**config.mk**
```make
export PLATFORM = sky130hd
export DESIGN_NAME = sha1_message_digest_unit
export DESIGN_NICKNAME = d
export VERILOG_FILES = /design/src/rtl/core/sha1md_pkg.sv /design/src/rtl/core/sha1md_sched.sv /design/src/rtl/core/sha1md_round.sv /design/src/rtl/core/sha1_message_digest_unit.sv
export SDC_FILE = /design/constraint.sdc
export NUM_CORES = 2
export LEC_CHECK = 0
export BUFFER_PORTS_ARGS = -buffer_cell sky130_fd_sc_hd__buf_2
export CAP_MARGIN = 25
export CORE_ASPECT_RATIO = 0.5
export CORE_MARGIN = 2
export CORE_UTILIZATION = 43
export CTS_BUF_LIST = sky130_fd_sc_hd__clkbuf_8
export DETAILED_ROUTE_END_ITERATION = 16
export SLEW_MARGIN = 10
export SYNTH_ARGS = -nofsm -noshare
export SYNTH_HDL_FRONTEND = slang
export SYNTH_HIERARCHICAL = 1
export SYNTH_SLANG_ARGS = --single-unit
```
**constraint.sdc**
```tcl
create_clock -name clk_i -period 9.42 [get_ports clk_i]
set_input_delay 0.942 -clock clk_i [delete_from_list [all_inputs] [get_ports clk_i]]
set_output_delay 0.942 -clock clk_i [all_outputs]
set_load 0.02 [all_outputs]
```
**src/rtl/core/sha1md_pkg.sv**
```systemverilog
`timescale 1ns / 1ps
`default_nettype none
// ----------------------------------------------------------------------------
// SHA-1 digest unit package
// Shared word types, hash constants and the control bundles that pass
// between the sequencer, the message schedule and the round unit.
// ----------------------------------------------------------------------------
package sha1md_pkg;

  localparam int SHA1MD_NWORDS  = 5;
  localparam int SHA1MD_BLKWORDS = 16;

  typedef logic [31:0] word_t;
  typedef word_t [SHA1MD_NWORDS-1:0] hash_arr_t;

  // Initial chaining value, word 0 in the lowest slot.
  localparam hash_arr_t SHA1MD_H0 = {
    32'hc3d2e1f0, 32'h10325476, 32'h98badcfe, 32'hefcdab89, 32'h67452301
  };

  localparam logic [6:0] SHA1MD_LAST_ROUND = 7'd79;
  localparam logic [6:0] SHA1MD_PHASE1     = 7'd20;
  localparam logic [6:0] SHA1MD_PHASE2     = 7'd40;
  localparam logic [6:0] SHA1MD_PHASE3     = 7'd60;

  localparam word_t SHA1MD_K0 = 32'h5a827999;
  localparam word_t SHA1MD_K1 = 32'h6ed9eba1;
  localparam word_t SHA1MD_K2 = 32'h8f1bbcdc;
  localparam word_t SHA1MD_K3 = 32'hca62c1d6;

  localparam word_t SHA1MD_MARKER = 32'h80000000;

  typedef struct packed {
    logic load;
    logic step;
  } sched_ctrl_t;

  typedef struct packed {
    logic       load;
    logic       step;
    logic [6:0] idx;
  } rnd_ctrl_t;

endpackage
`default_nettype wire

```
**src/rtl/core/sha1md_sched.sv**
```systemverilog
`timescale 1ns / 1ps
`default_nettype none
// ----------------------------------------------------------------------------
// SHA-1 message schedule
// A sixteen-word shift line. Message and padding words shift in during
// loading; during the rounds the expanded word shifts in from fixed taps.
// ----------------------------------------------------------------------------
module sha1md_sched
  import sha1md_pkg::*;
(
  input  wire              clk_i,
  input  wire sched_ctrl_t ctrl_i,
  input  wire word_t       word_i,
  output word_t            w_o
);

  word_t [SHA1MD_BLKWORDS-1:0] w_q;
  word_t mix;
  word_t fb;

  // The oldest word sits in slot 0 and is the one used by the current round.
  assign mix = w_q[13] ^ w_q[8] ^ w_q[2] ^ w_q[0];
  assign fb  = {mix[30:0], mix[31]};
  assign w_o = w_q[0];

  always_ff @(posedge clk_i) begin
    if (ctrl_i.load) begin
      w_q <= {word_i, w_q[SHA1MD_BLKWORDS-1:1]};
    end else if (ctrl_i.step) begin
      w_q <= {fb, w_q[SHA1MD_BLKWORDS-1:1]};
    end
  end

endmodule
`default_nettype wire

```
**src/rtl/core/sha1md_round.sv**
```systemverilog
`timescale 1ns / 1ps
`default_nettype none
// ----------------------------------------------------------------------------
// SHA-1 round unit
// Holds the five working registers and applies one compression round per
// step, selecting the boolean function and constant by round number.
// ----------------------------------------------------------------------------
module sha1md_round
  import sha1md_pkg::*;
(
  input  wire            clk_i,
  input  wire rnd_ctrl_t ctrl_i,
  input  wire hash_arr_t cv_i,
  input  wire word_t     w_i,
  output hash_arr_t      wr_o
);

  hash_arr_t wr_q;
  word_t a, b, c, d, e;
  word_t f, k, t;

  assign a = wr_q[0];
  assign b = wr_q[1];
  assign c = wr_q[2];
  assign d = wr_q[3];
  assign e = wr_q[4];

  always_comb begin
    if (ctrl_i.idx < SHA1MD_PHASE1) begin
      f = (b & c) | (~b & d);
      k = SHA1MD_K0;
    end else if (ctrl_i.idx < SHA1MD_PHASE2) begin
      f = b ^ c ^ d;
      k = SHA1MD_K1;
    end else if (ctrl_i.idx < SHA1MD_PHASE3) begin
      f = (b & c) | (b & d) | (c & d);
      k = SHA1MD_K2;
    end else begin
      f = b ^ c ^ d;
      k = SHA1MD_K3;
    end
  end

  assign t = {a[26:0], a[31:27]} + f + e + k + w_i;

  always_ff @(posedge clk_i) begin
    if (ctrl_i.load) begin
      wr_q <= cv_i;
    end else if (ctrl_i.step) begin
      wr_q <= {d, c, {b[1:0], b[31:2]}, a, t};
    end
  end

  assign wr_o = wr_q;

endmodule
`default_nettype wire

```
**src/rtl/core/sha1_message_digest_unit.sv**
```systemverilog
`timescale 1ns / 1ps
`default_nettype none
// ----------------------------------------------------------------------------
// SHA-1 message digest unit
// Hashes a message of big-endian 32-bit words and returns the five-word
// digest, then starts over for the next message.
// ----------------------------------------------------------------------------
// A mid-message word is taken while the unit is idle. Every sixteenth word
// starts a compression on the single round unit: the rounds, then a step to
// fold the result into the chaining value, during which no request is taken.
// After the final word the unit shifts in the 0x80 marker, zero fill and the
// 64-bit bit count one word per cycle (pausing while a compression runs),
// runs one or two more compressions, and then presents the digest words 0 to
// 4 in order, one per accepted output request.
module sha1_message_digest_unit
  import sha1md_pkg::*;
(
  input  wire         clk_i,
  input  wire         rst_ni,
  input  wire         s_axis_tvalid_i,
  output logic        s_axis_tready_o,
  // [31:0] message_word, [34:32] valid_bytes, [39:35] zero
  input  wire  [39:0] s_axis_tdata_i,
  // end_of_message
  input  wire         s_axis_tlast_i,
  output logic        m_axis_tvalid_o,
  input  wire         m_axis_tready_i,
  // [31:0] digest_word, [34:32] word_index, [39:35] zero
  output logic [39:0] m_axis_tdata_o,
  // last_word
  output logic        m_axis_tlast_o
);

  typedef enum logic [2:0] {
    ST_IDLE,
    ST_PAD,
    ST_ROUND,
    ST_ADD,
    ST_OUT
  } state_e;

  state_e      state_q, state_d;
  logic [6:0]  rnd_q, rnd_d;
  logic [3:0]  wpos_q, wpos_d;
  logic [63:0] total_q, total_d;
  hash_arr_t   cv_q, cv_d;
  logic        marker_q, marker_d;
  logic        lenhi_q, lenhi_d;
  logic        pad_q, pad_d;
  logic        final_q, final_d;
  logic [2:0]  oidx_q, oidx_d;

  sched_ctrl_t sched_ctrl;
  rnd_ctrl_t   rnd_ctrl;
  word_t       shift_word;
  word_t       w_cur;
  hash_arr_t   wr;

  logic        s_acc;
  logic        m_acc;
  word_t       in_word;
  logic [2:0]  in_cnt;
  logic [2:0]  cnt;
  word_t       tail_word;
  logic [63:0] bit_len;

  assign in_word = s_axis_tdata_i[31:0];
  assign in_cnt  = s_axis_tdata_i[34:32];
  assign s_acc   = s_axis_tvalid_i && s_axis_tready_o;
  assign m_acc   = m_axis_tvalid_o && m_axis_tready_i;
  assign bit_len = {total_q[60:0], 3'b000};

  assign s_axis_tready_o = (state_q == ST_IDLE);
  assign m_axis_tvalid_o = (state_q == ST_OUT);
  assign m_axis_tdata_o  = {5'b00000, oidx_q, cv_q[oidx_q]};
  assign m_axis_tlast_o  = (oidx_q == 3'd4);

  // Counts above four on the final word are treated as four.
  assign cnt = (in_cnt > 3'd4) ? 3'd4 : in_cnt;

  // Final partial word: keep the valid leading bytes and place the marker.
  always_comb begin
    case (cnt)
      3'd0:    tail_word = SHA1MD_MARKER;
      3'd1:    tail_word = {in_word[31:24], 24'h800000};
      3'd2:    tail_word = {in_word[31:16], 16'h8000};
      3'd3:    tail_word = {in_word[31:8], 8'h80};
      default: tail_word = in_word;
    endcase
  end

  always_comb begin
    state_d    = state_q;
    rnd_d      = rnd_q;
    wpos_d     = wpos_q;
    total_d    = total_q;
    cv_d       = cv_q;
    marker_d   = marker_q;
    lenhi_d    = lenhi_q;
    pad_d      = pad_q;
    final_d    = final_q;
    oidx_d     = oidx_q;
    sched_ctrl = '0;
    rnd_ctrl   = '0;
    rnd_ctrl.idx = rnd_q;
    shift_word = in_word;

    case (state_q)
      ST_IDLE: begin
        if (s_acc) begin
          sched_ctrl.load = 1'b1;
          wpos_d = wpos_q + 4'd1;
          if (!s_axis_tlast_i) begin
            total_d = total_q + 64'd4;
          end else begin
            total_d    = total_q + {61'd0, cnt};
            shift_word = tail_word;
            marker_d   = (cnt == 3'd4);
            pad_d      = 1'b1;
            state_d    = ST_PAD;
          end
          if (wpos_q == 4'd15) begin
            rnd_ctrl.load = 1'b1;
            rnd_d   = '0;
            state_d = ST_ROUND;
          end
        end
      end

      ST_PAD: begin
        sched_ctrl.load = 1'b1;
        wpos_d = wpos_q + 4'd1;
        if (marker_q) begin
          shift_word = SHA1MD_MARKER;
          marker_d   = 1'b0;
        end else if (wpos_q == 4'd14) begin
          shift_word = bit_len[63:32];
          lenhi_d    = 1'b1;
        end else if (wpos_q == 4'd15 && lenhi_q) begin
          shift_word = bit_len[31:0];
          final_d    = 1'b1;
        end else begin
          shift_word = '0;
        end
        if (wpos_q == 4'd15) begin
          rnd_ctrl.load = 1'b1;
          rnd_d   = '0;
          state_d = ST_ROUND;
        end
      end

      ST_ROUND: begin
        rnd_ctrl.step   = 1'b1;
        sched_ctrl.step = 1'b1;
        if (rnd_q == SHA1MD_LAST_ROUND) begin
          rnd_d   = '0;
          state_d = ST_ADD;
        end else begin
          rnd_d = rnd_q + 7'd1;
        end
      end

      ST_ADD: begin
        for (int i = 0; i < SHA1MD_NWORDS; i++) begin
          cv_d[i] = cv_q[i] + wr[i];
        end
        if (final_q) begin
          oidx_d  = '0;
          state_d = ST_OUT;
        end else if (pad_q) begin
          state_d = ST_PAD;
        end else begin
          state_d = ST_IDLE;
        end
      end

      ST_OUT: begin
        if (m_acc) begin
          if (oidx_q == 3'd4) begin
            cv_d     = SHA1MD_H0;
            total_d  = '0;
            wpos_d   = '0;
            marker_d = 1'b0;
            lenhi_d  = 1'b0;
            pad_d    = 1'b0;
            final_d  = 1'b0;
            oidx_d   = '0;
            state_d  = ST_IDLE;
          end else begin
            oidx_d = oidx_q + 3'd1;
          end
        end
      end

      default: begin
        state_d = ST_IDLE;
      end
    endcase
  end

  always_ff @(posedge clk_i or negedge rst_ni) begin
    if (!rst_ni) begin
      state_q  <= ST_IDLE;
      rnd_q    <= '0;
      wpos_q   <= '0;
      total_q  <= '0;
      cv_q     <= SHA1MD_H0;
      marker_q <= 1'b0;
      lenhi_q  <= 1'b0;
      pad_q    <= 1'b0;
      final_q  <= 1'b0;
      oidx_q   <= '0;
    end else begin
      state_q  <= state_d;
      rnd_q    <= rnd_d;
      wpos_q   <= wpos_d;
      total_q  <= total_d;
      cv_q     <= cv_d;
      marker_q <= marker_d;
      lenhi_q  <= lenhi_d;
      pad_q    <= pad_d;
      final_q  <= final_d;
      oidx_q   <= oidx_d;
    end
  end

  sha1md_sched u_sched (
    .clk_i  (clk_i),
    .ctrl_i (sched_ctrl),
    .word_i (shift_word),
    .w_o    (w_cur)
  );

  sha1md_round u_round (
    .clk_i  (clk_i),
    .ctrl_i (rnd_ctrl),
    .cv_i   (cv_q),
    .w_i    (w_cur),
    .wr_o   (wr)
  );

`ifndef SYNTHESIS
  a_last_blocks_input: assert property (@(posedge clk_i) disable iff (!rst_ni)
    (s_acc && s_axis_tlast_i) |=> !s_axis_tready_o)
    else $error("final request did not close the input");

  a_round_to_add: assert property (@(posedge clk_i) disable iff (!rst_ni)
    (state_q == ST_ROUND && rnd_q == SHA1MD_LAST_ROUND) |=> (state_q == ST_ADD))
    else $error("compression did not end after the last round");

  a_digest_done: assert property (@(posedge clk_i) disable iff (!rst_ni)
    (m_acc && m_axis_tlast_o) |=> (s_axis_tready_o && wpos_q == 4'd0 && total_q == 64'd0))
    else $error("unit not cleared after the digest");

  a_idle_round_zero: assert property (@(posedge clk_i) disable iff (!rst_ni)
    (state_q != ST_ROUND) |-> (rnd_q == 7'd0))
    else $error("round counter not at zero outside compression");

  a_out_index: assert property (@(posedge clk_i) disable iff (!rst_ni)
    m_axis_tvalid_o |-> (oidx_q <= 3'd4))
    else $error("digest word index out of range");
`endif

endmodule
`default_nettype wire
```
Word level (Yosys, flattened, before mapping)
Cells that the tools add are included.
- logic and storage cells: 184
- register bits: 917
- memories kept: 0
- memory bits (writable): 0
- bits in latches: 0
- bits in read-only memories: 0
- bits of input ports: 45
- divide/modulo/power cells: 0
- shift operators: 0
- $add $sub $neg: 14
- order comparisons: 5
- mux-type cells: 71
- eq/ne operators: 24
- multipliers: 0
- bitwise operators: 13
- reduce and logical (&&, ||, !) cells: 22
- operators with widths (cell ; number):
    two-way mux 512 bit ; 2
    two-way mux 160 bit ; 4
    two-way mux 32 bit ; 11
    one-hot mux 160 bit (2 select lines) ; 1
    adder 32 bit ; 9
    two-way mux 64 bit ; 4
    bitwise XOR 32 bit ; 5
    AND 32 bit ; 4
    one-hot mux 32 bit (4 select lines) ; 1
    one-hot mux 64 bit (2 select lines) ; 1
    binary-select mux 32 bit (select 3 bit) ; 1
    OR 32 bit ; 3
    adder 64 x 3 -> 64 bit ; 1
    adder 64 x 3 -> 64 bit, second input constant ; 1
    one-hot mux 32 bit (2 select lines) ; 1
    two-way mux 3 bit ; 12
    inverter 32 bit ; 1
    two-way mux 31 bit ; 1
    two-way mux 7 bit ; 3
    one-hot mux 7 bit (3 select lines) ; 1
    two-way mux 1 bit ; 16
    one-hot mux 3 bit (5 select lines) ; 1
    AND reduction 5 bit ; 3
    less-than comparator 7 x 6 -> 1 bit, second input constant ; 2
    other kinds (27) ; 60

Logic depth before layout (Yosys ltp)
- depth after elaboration: 12
- depth in mapped cells: 20
- gate-level depth less buffers: 18

Hierarchy
The synthesis kept the hierarchy.
- modules (own cells, without submodules) (module ; times used ; seq. area each (um^2) ; cells an instance ; area an instance (um^2)):
    sha1_message_digest_unit ; 1 ; 6155.9 ; 2337 ; 19702.6
    sha1md_sched ; 1 ; 15374.7 ; 712 ; 16844.9
    sha1md_round ; 1 ; 4804.6 ; 1076 ; 12381.9

Least setup slack after synthesis
No wires, ideal clock.
- path kind: input -> register
- start: input s_axis_tvalid_i
- end: register u_sched.w_q (netlist bit u_sched/w_o[0]), enable pin
- path slack: 1.333 ns
- arrival: 7.420 ns
- stages: 4
- path buffers: 1
- path through: o21ai_0 inv_1 buf_4 or2_2
- RTL lines (element ; RTL line ; RTL):
    from (decl) ; sha1_message_digest_unit.sv:20 ; input wire s_axis_tvalid_i,
    to (signal assigned) ; sha1md_sched.sv:28 ; w_q <= {word_i, w_q[SHA1MD_BLKWORDS-1:1]};
    to (signal assigned) ; sha1md_sched.sv:30 ; w_q <= {fb, w_q[SHA1MD_BLKWORDS-1:1]};
    to (decl) ; sha1md_sched.sv:17 ; word_t [SHA1MD_BLKWORDS-1:0] w_q;

Final worst setup path
- start: register rnd_q[4]
- end: register u_round.wr_q (netlist bit u_round/a[31]), data pin
- cells in the longest elaborated chain, start to end: 10
- elaborated cells on any way between the ends: 15
- classes of those cells: add/sub: 4; order compare: 3; mux: 8
- ends and longest elaborated chain (element ; RTL line ; RTL):
    from (decl) ; sha1_message_digest_unit.sv:43 ; logic [6:0] rnd_q, rnd_d;
    from (signal assigned) ; sha1_message_digest_unit.sv:215 ; rnd_q <= rnd_d;
    less-than comparator 7 x 6 -> 1 bit ; sha1md_round.sv:35 ; end else if (ctrl_i.idx < SHA1MD_PHASE3) begin
    two-way mux 32 bit ; sha1md_round.sv:35 ;
    two-way mux 32 bit ; sha1md_round.sv:32 ; end else if (ctrl_i.idx < SHA1MD_PHASE2) begin
    two-way mux 32 bit ; sha1md_round.sv:29 ; if (ctrl_i.idx < SHA1MD_PHASE1) begin
    adder 32 bit (2 in series) ; sha1md_round.sv:44 ; assign t = {a[26:0], a[31:27]} + f + e + k + w_i;
    adder 32 bit (*) (2 in series) ; sha1md_round.sv:44 ;
    two-way mux 160 bit (*) ; sha1md_round.sv:49 ; end else if (ctrl_i.step) begin
    two-way mux 160 bit (*) ; sha1md_round.sv:47 ; if (ctrl_i.load) begin
    to (signal assigned) ; sha1md_round.sv:48 ; wr_q <= cv_i;
    to (signal assigned) ; sha1md_round.sv:50 ; wr_q <= {d, c, {b[1:0], b[31:2]}, a, t};
    to (decl) ; sha1md_round.sv:18 ; hash_arr_t wr_q;
Mark *: on every way between the ends. The rest lies on a longest branch, timed or not. The select of a mux whose other input is x is not followed.
A chain may end at the register's enable or synchronous reset.

==> summary.txt <==
Run status
  – Outcome: complete, no violations

Placement
  – Number of port buffers: 77
  – Post-DP HPWL: 90,600 um
  – Placer congestion estimate: 0.922

Routing
  – DR iter-0 viols: 3,402
  – Routed WL: roughly 130,000 um
  – Wire per inst: about 22 um
  – Post-DRT Antenna Nets: 0
  – Via/cell ratio: 5.63
  – DRC viols: 0
  – Vias after detailed routing: approximately 33,000
  – Drt first pass iters: 11

Layout
  – Fin nets: 4,569
  – Final Core Density: a little under half
  – Area delta synth->final: 9.47%
  – Layout cells sized above 1: a little over an eighth

STA
  – Slew headroom: 19.3%
  – Clk_skew: a little under 0.06 ns
  – Slew Limit Fails: 0
  – RSZ-0062 raised after global routing: no
  – Final setup viols: 0
  – Final min period: 6.08 ns
  – Final hold viol count: 0
  – Worst slew pin tran: between 1 and 1.5 ns
  – Tcrit/Tclk final: 64.5%
  – FMAX: around 160 MHz
  – TNS Setup: 0 ns

GRT
  – Tot GR Track Use: 22.2%
  – Vias in the first global route: 32,199
  – Pin count of the biggest net entering global routing: 206
  – Antenna violations before repair: 18
  – Overflow after GRT: 0
  – First-pass GRT wire length: 196,000 um

Yosys
  – Post-synth design cell area: 48,900 um2
  – Post-synth EDFFs: approximately 670
  – Top FF cell, synth: edfxtp_1
  – Top post-synthesis cells by area: edfxtp_1 41%, dfrtp_1 8.3%, fa_1 5.2%
  – Count leader, synth: edfxtp_1
  – Fraction of registers with async set/reset: 26.5%
  – Netlist cell types: 94
  – FF+latch count, synth: 914
  – Cells after synthesis: ~4,100
  – Seq/Total Area, Yosys: 53.8%
  – Mean Syn Cell Area: 11.9 um2
  – YS warnings: 6
  – Synth cell count leaders: 672 x edfxtp_1, 317 x nor2_1, 285 x nand2_1, 274 x a21oi_1, 251 x inv_1
  – Synth area leader: edfxtp_1
  – Synth top area share: 41.2%

Critical path
  – Data required, critical path: 10.01 ns
  – Worst R2R Setup Slack: 3.34 ns
  – Reg-to-reg critical path startpoint: rnd_q[4]
  – Worst reg2reg path endpoint: u_round/a[31]
  – Worst setup path startpoint: rnd_q[4]
  – Crit. End Element: flop
  – Worst-path maximum fanout: 23
  – CP arrival: 6.67 ns
  – Setup crit end: u_round/a[31]
  – Type of origin of the critical path: flop
  – Critical Setup Path Class: reg -> reg
  – R2r worst-path depth: 18

Clock network
  – Setup bufs post-CTS: 0
  – Root buf cell: clkbuf_8
  – Reg clk slew, reported paths: 0.07 ns
  – Clk_lat worst skew: 0.89 ns
  – Cts hold-fix bufs: 0
  – CTS tree: done
  – CTS buffer count: 141
  – Clock Sinks: 914
  – Htree depth: 4
  – CTS Buffer Depth: 3
  – Post-cts resize count: 0

Min path
  – Worst hold path class: in -> async

Flow run
  – Max_cap viols: 0

Die
  – Ports: a little under 90
  – Area of the core: 113,000 um2
  – Die H: 243 um
  – Cell row count: 87
  – Die ar.: between 100,000 and 150,000 um2
  – Die Width: 481 um
  – Starting density of the core: 43.4%
==> state kept, by name (all words and copies together), names as in the netlist, 7 cells and up <==
register     count
rnd_q            7
u_round/c       32
cv_q           160
u_round/b       32
u_sched/w_q    480
u_round/e       32
u_sched/w_o     32
u_round/a       32
total_q         61
u_round/d       32
==> cell usage in the layout, fill, tap and decap left out, drive strengths merged, types with 16 or more instances in the layout <==
cell type,n
a22o,18
buf,110
dfrtp,162
a221o,18
nand4,30
a31oi,20
dfstp,80
o31ai,16
a222oi,27
a211oi,17
edfxtp,672
a21o,108
nor2b,22
clkbuf,151
nand2,285
nor2,317
and2,19
nand3,85
o21bai,29
o22ai,52
a21oi,279
mux2,120
o21ai,253
nand2b,31
nor3,42
and3,42
o21a,23
ha,200
xor2,107
xnor2,202
inv,323
fa,126
mux2i,97
clkinv,30
==> layer usage <==
| layer | up-vias | share of wire [%] | track usage, % |
|---|---|---|---|
| met3 | 157 | 7.0 | 4.40 |
| li1 | 15147 | - | - |
| met5 | - | 0.094 | 0 |
| met2 | 1003 | 42 | 31.8 |
| met4 | 20 | 1.7 | 5.84 |
| met1 | 16483 | 49 | 34.2 |
==> per-stage QoR <==
step / std cells / setup slack [ns] / hold WS, ns / cell area, um2
floorplan: 4129 / 1.33 / 0.400 / 48900
global placement: 5564 / 3.49 / 0.400 / 50700
detailed placement: 5564 / 3.43 / 0.405 / 50700
CTS: 5825 / 3.37 / 0.0662 / 53500
global route: 5830 / 3.07 / 0.159 / 53600
finish: 5832 / 3.34 / 0.133 / 53600
==> how the worst min path moves through the flow <==
| stage | from | to | slack [ns] | cells after the start |
|---|---|---|---|---|
| 2_1_floorplan | u_sched/w_q[32] | u_sched/w_o[0] | 0.40 | 0 |
| 3_3_place_gp | u_sched/w_q[197] | u_sched/w_q[165] | 0.40 | 0 |
| 3_5_place_dp | u_sched/w_q[52] | u_sched/w_o[20] | 0.40 | 0 |
| 4_1_cts | rst_ni | total_q[38] | 0.07 | 1 |
| 5_1_grt | rst_ni | total_q[7] | 0.16 | 1 |
| 6_report | rst_ni | total_q[7] | 0.13 | 1 |
==> critical path: stages (launching register included) <==
cell      delay [ns]
dfrtp_1         0.46
and3_1          0.24
nor3_2          0.15
buf_4           0.42
nor2_2          0.19
buf_4           0.26
a221oi_1        0.61
fa_1            0.51
inv_1           0.08
fa_1            0.42
ha_1            0.24
fa_1            0.46
a21oi_1         0.23
nor2_1          0.14
o211ai_1        0.29
a31oi_1         0.32
a31o_2          0.35
xnor2_1         0.12
mux2_2          0.27
==> layout make-up <==
type | count | area, um2
Multi-Input combinational cell | 2778 | 20900
Fill cell | 10092 | 59200
Antenna cell | 3 | 7.51
Tap cell | 1513 | 1890
Sequential cell | 914 | 26300
Clock inverter | 111 | 726
Inverter | 252 | 946
Timing Repair Buffer | 111 | 736
Clock buffer | 150 | 2060
==> cell families (layout without fill, tap and decap cells) <==
kind of cell    count (synthesis)  in the layout  share of synthesized area [%]
simple gates                  936            936                           8.75
mux                           217            217                           4.75
flops                         914            914                           53.8
compound gates                985            985                           13.1
buf+inv                       437            624                           3.72
other cells                     1              8                        0.00766
fa+ha+maj                     326            326                           10.3
xor+xnor                      309            309                           5.53
Power is not shown: default switching activity piles up to over one toggle a cycle in this logic, so the estimate is an artifact.
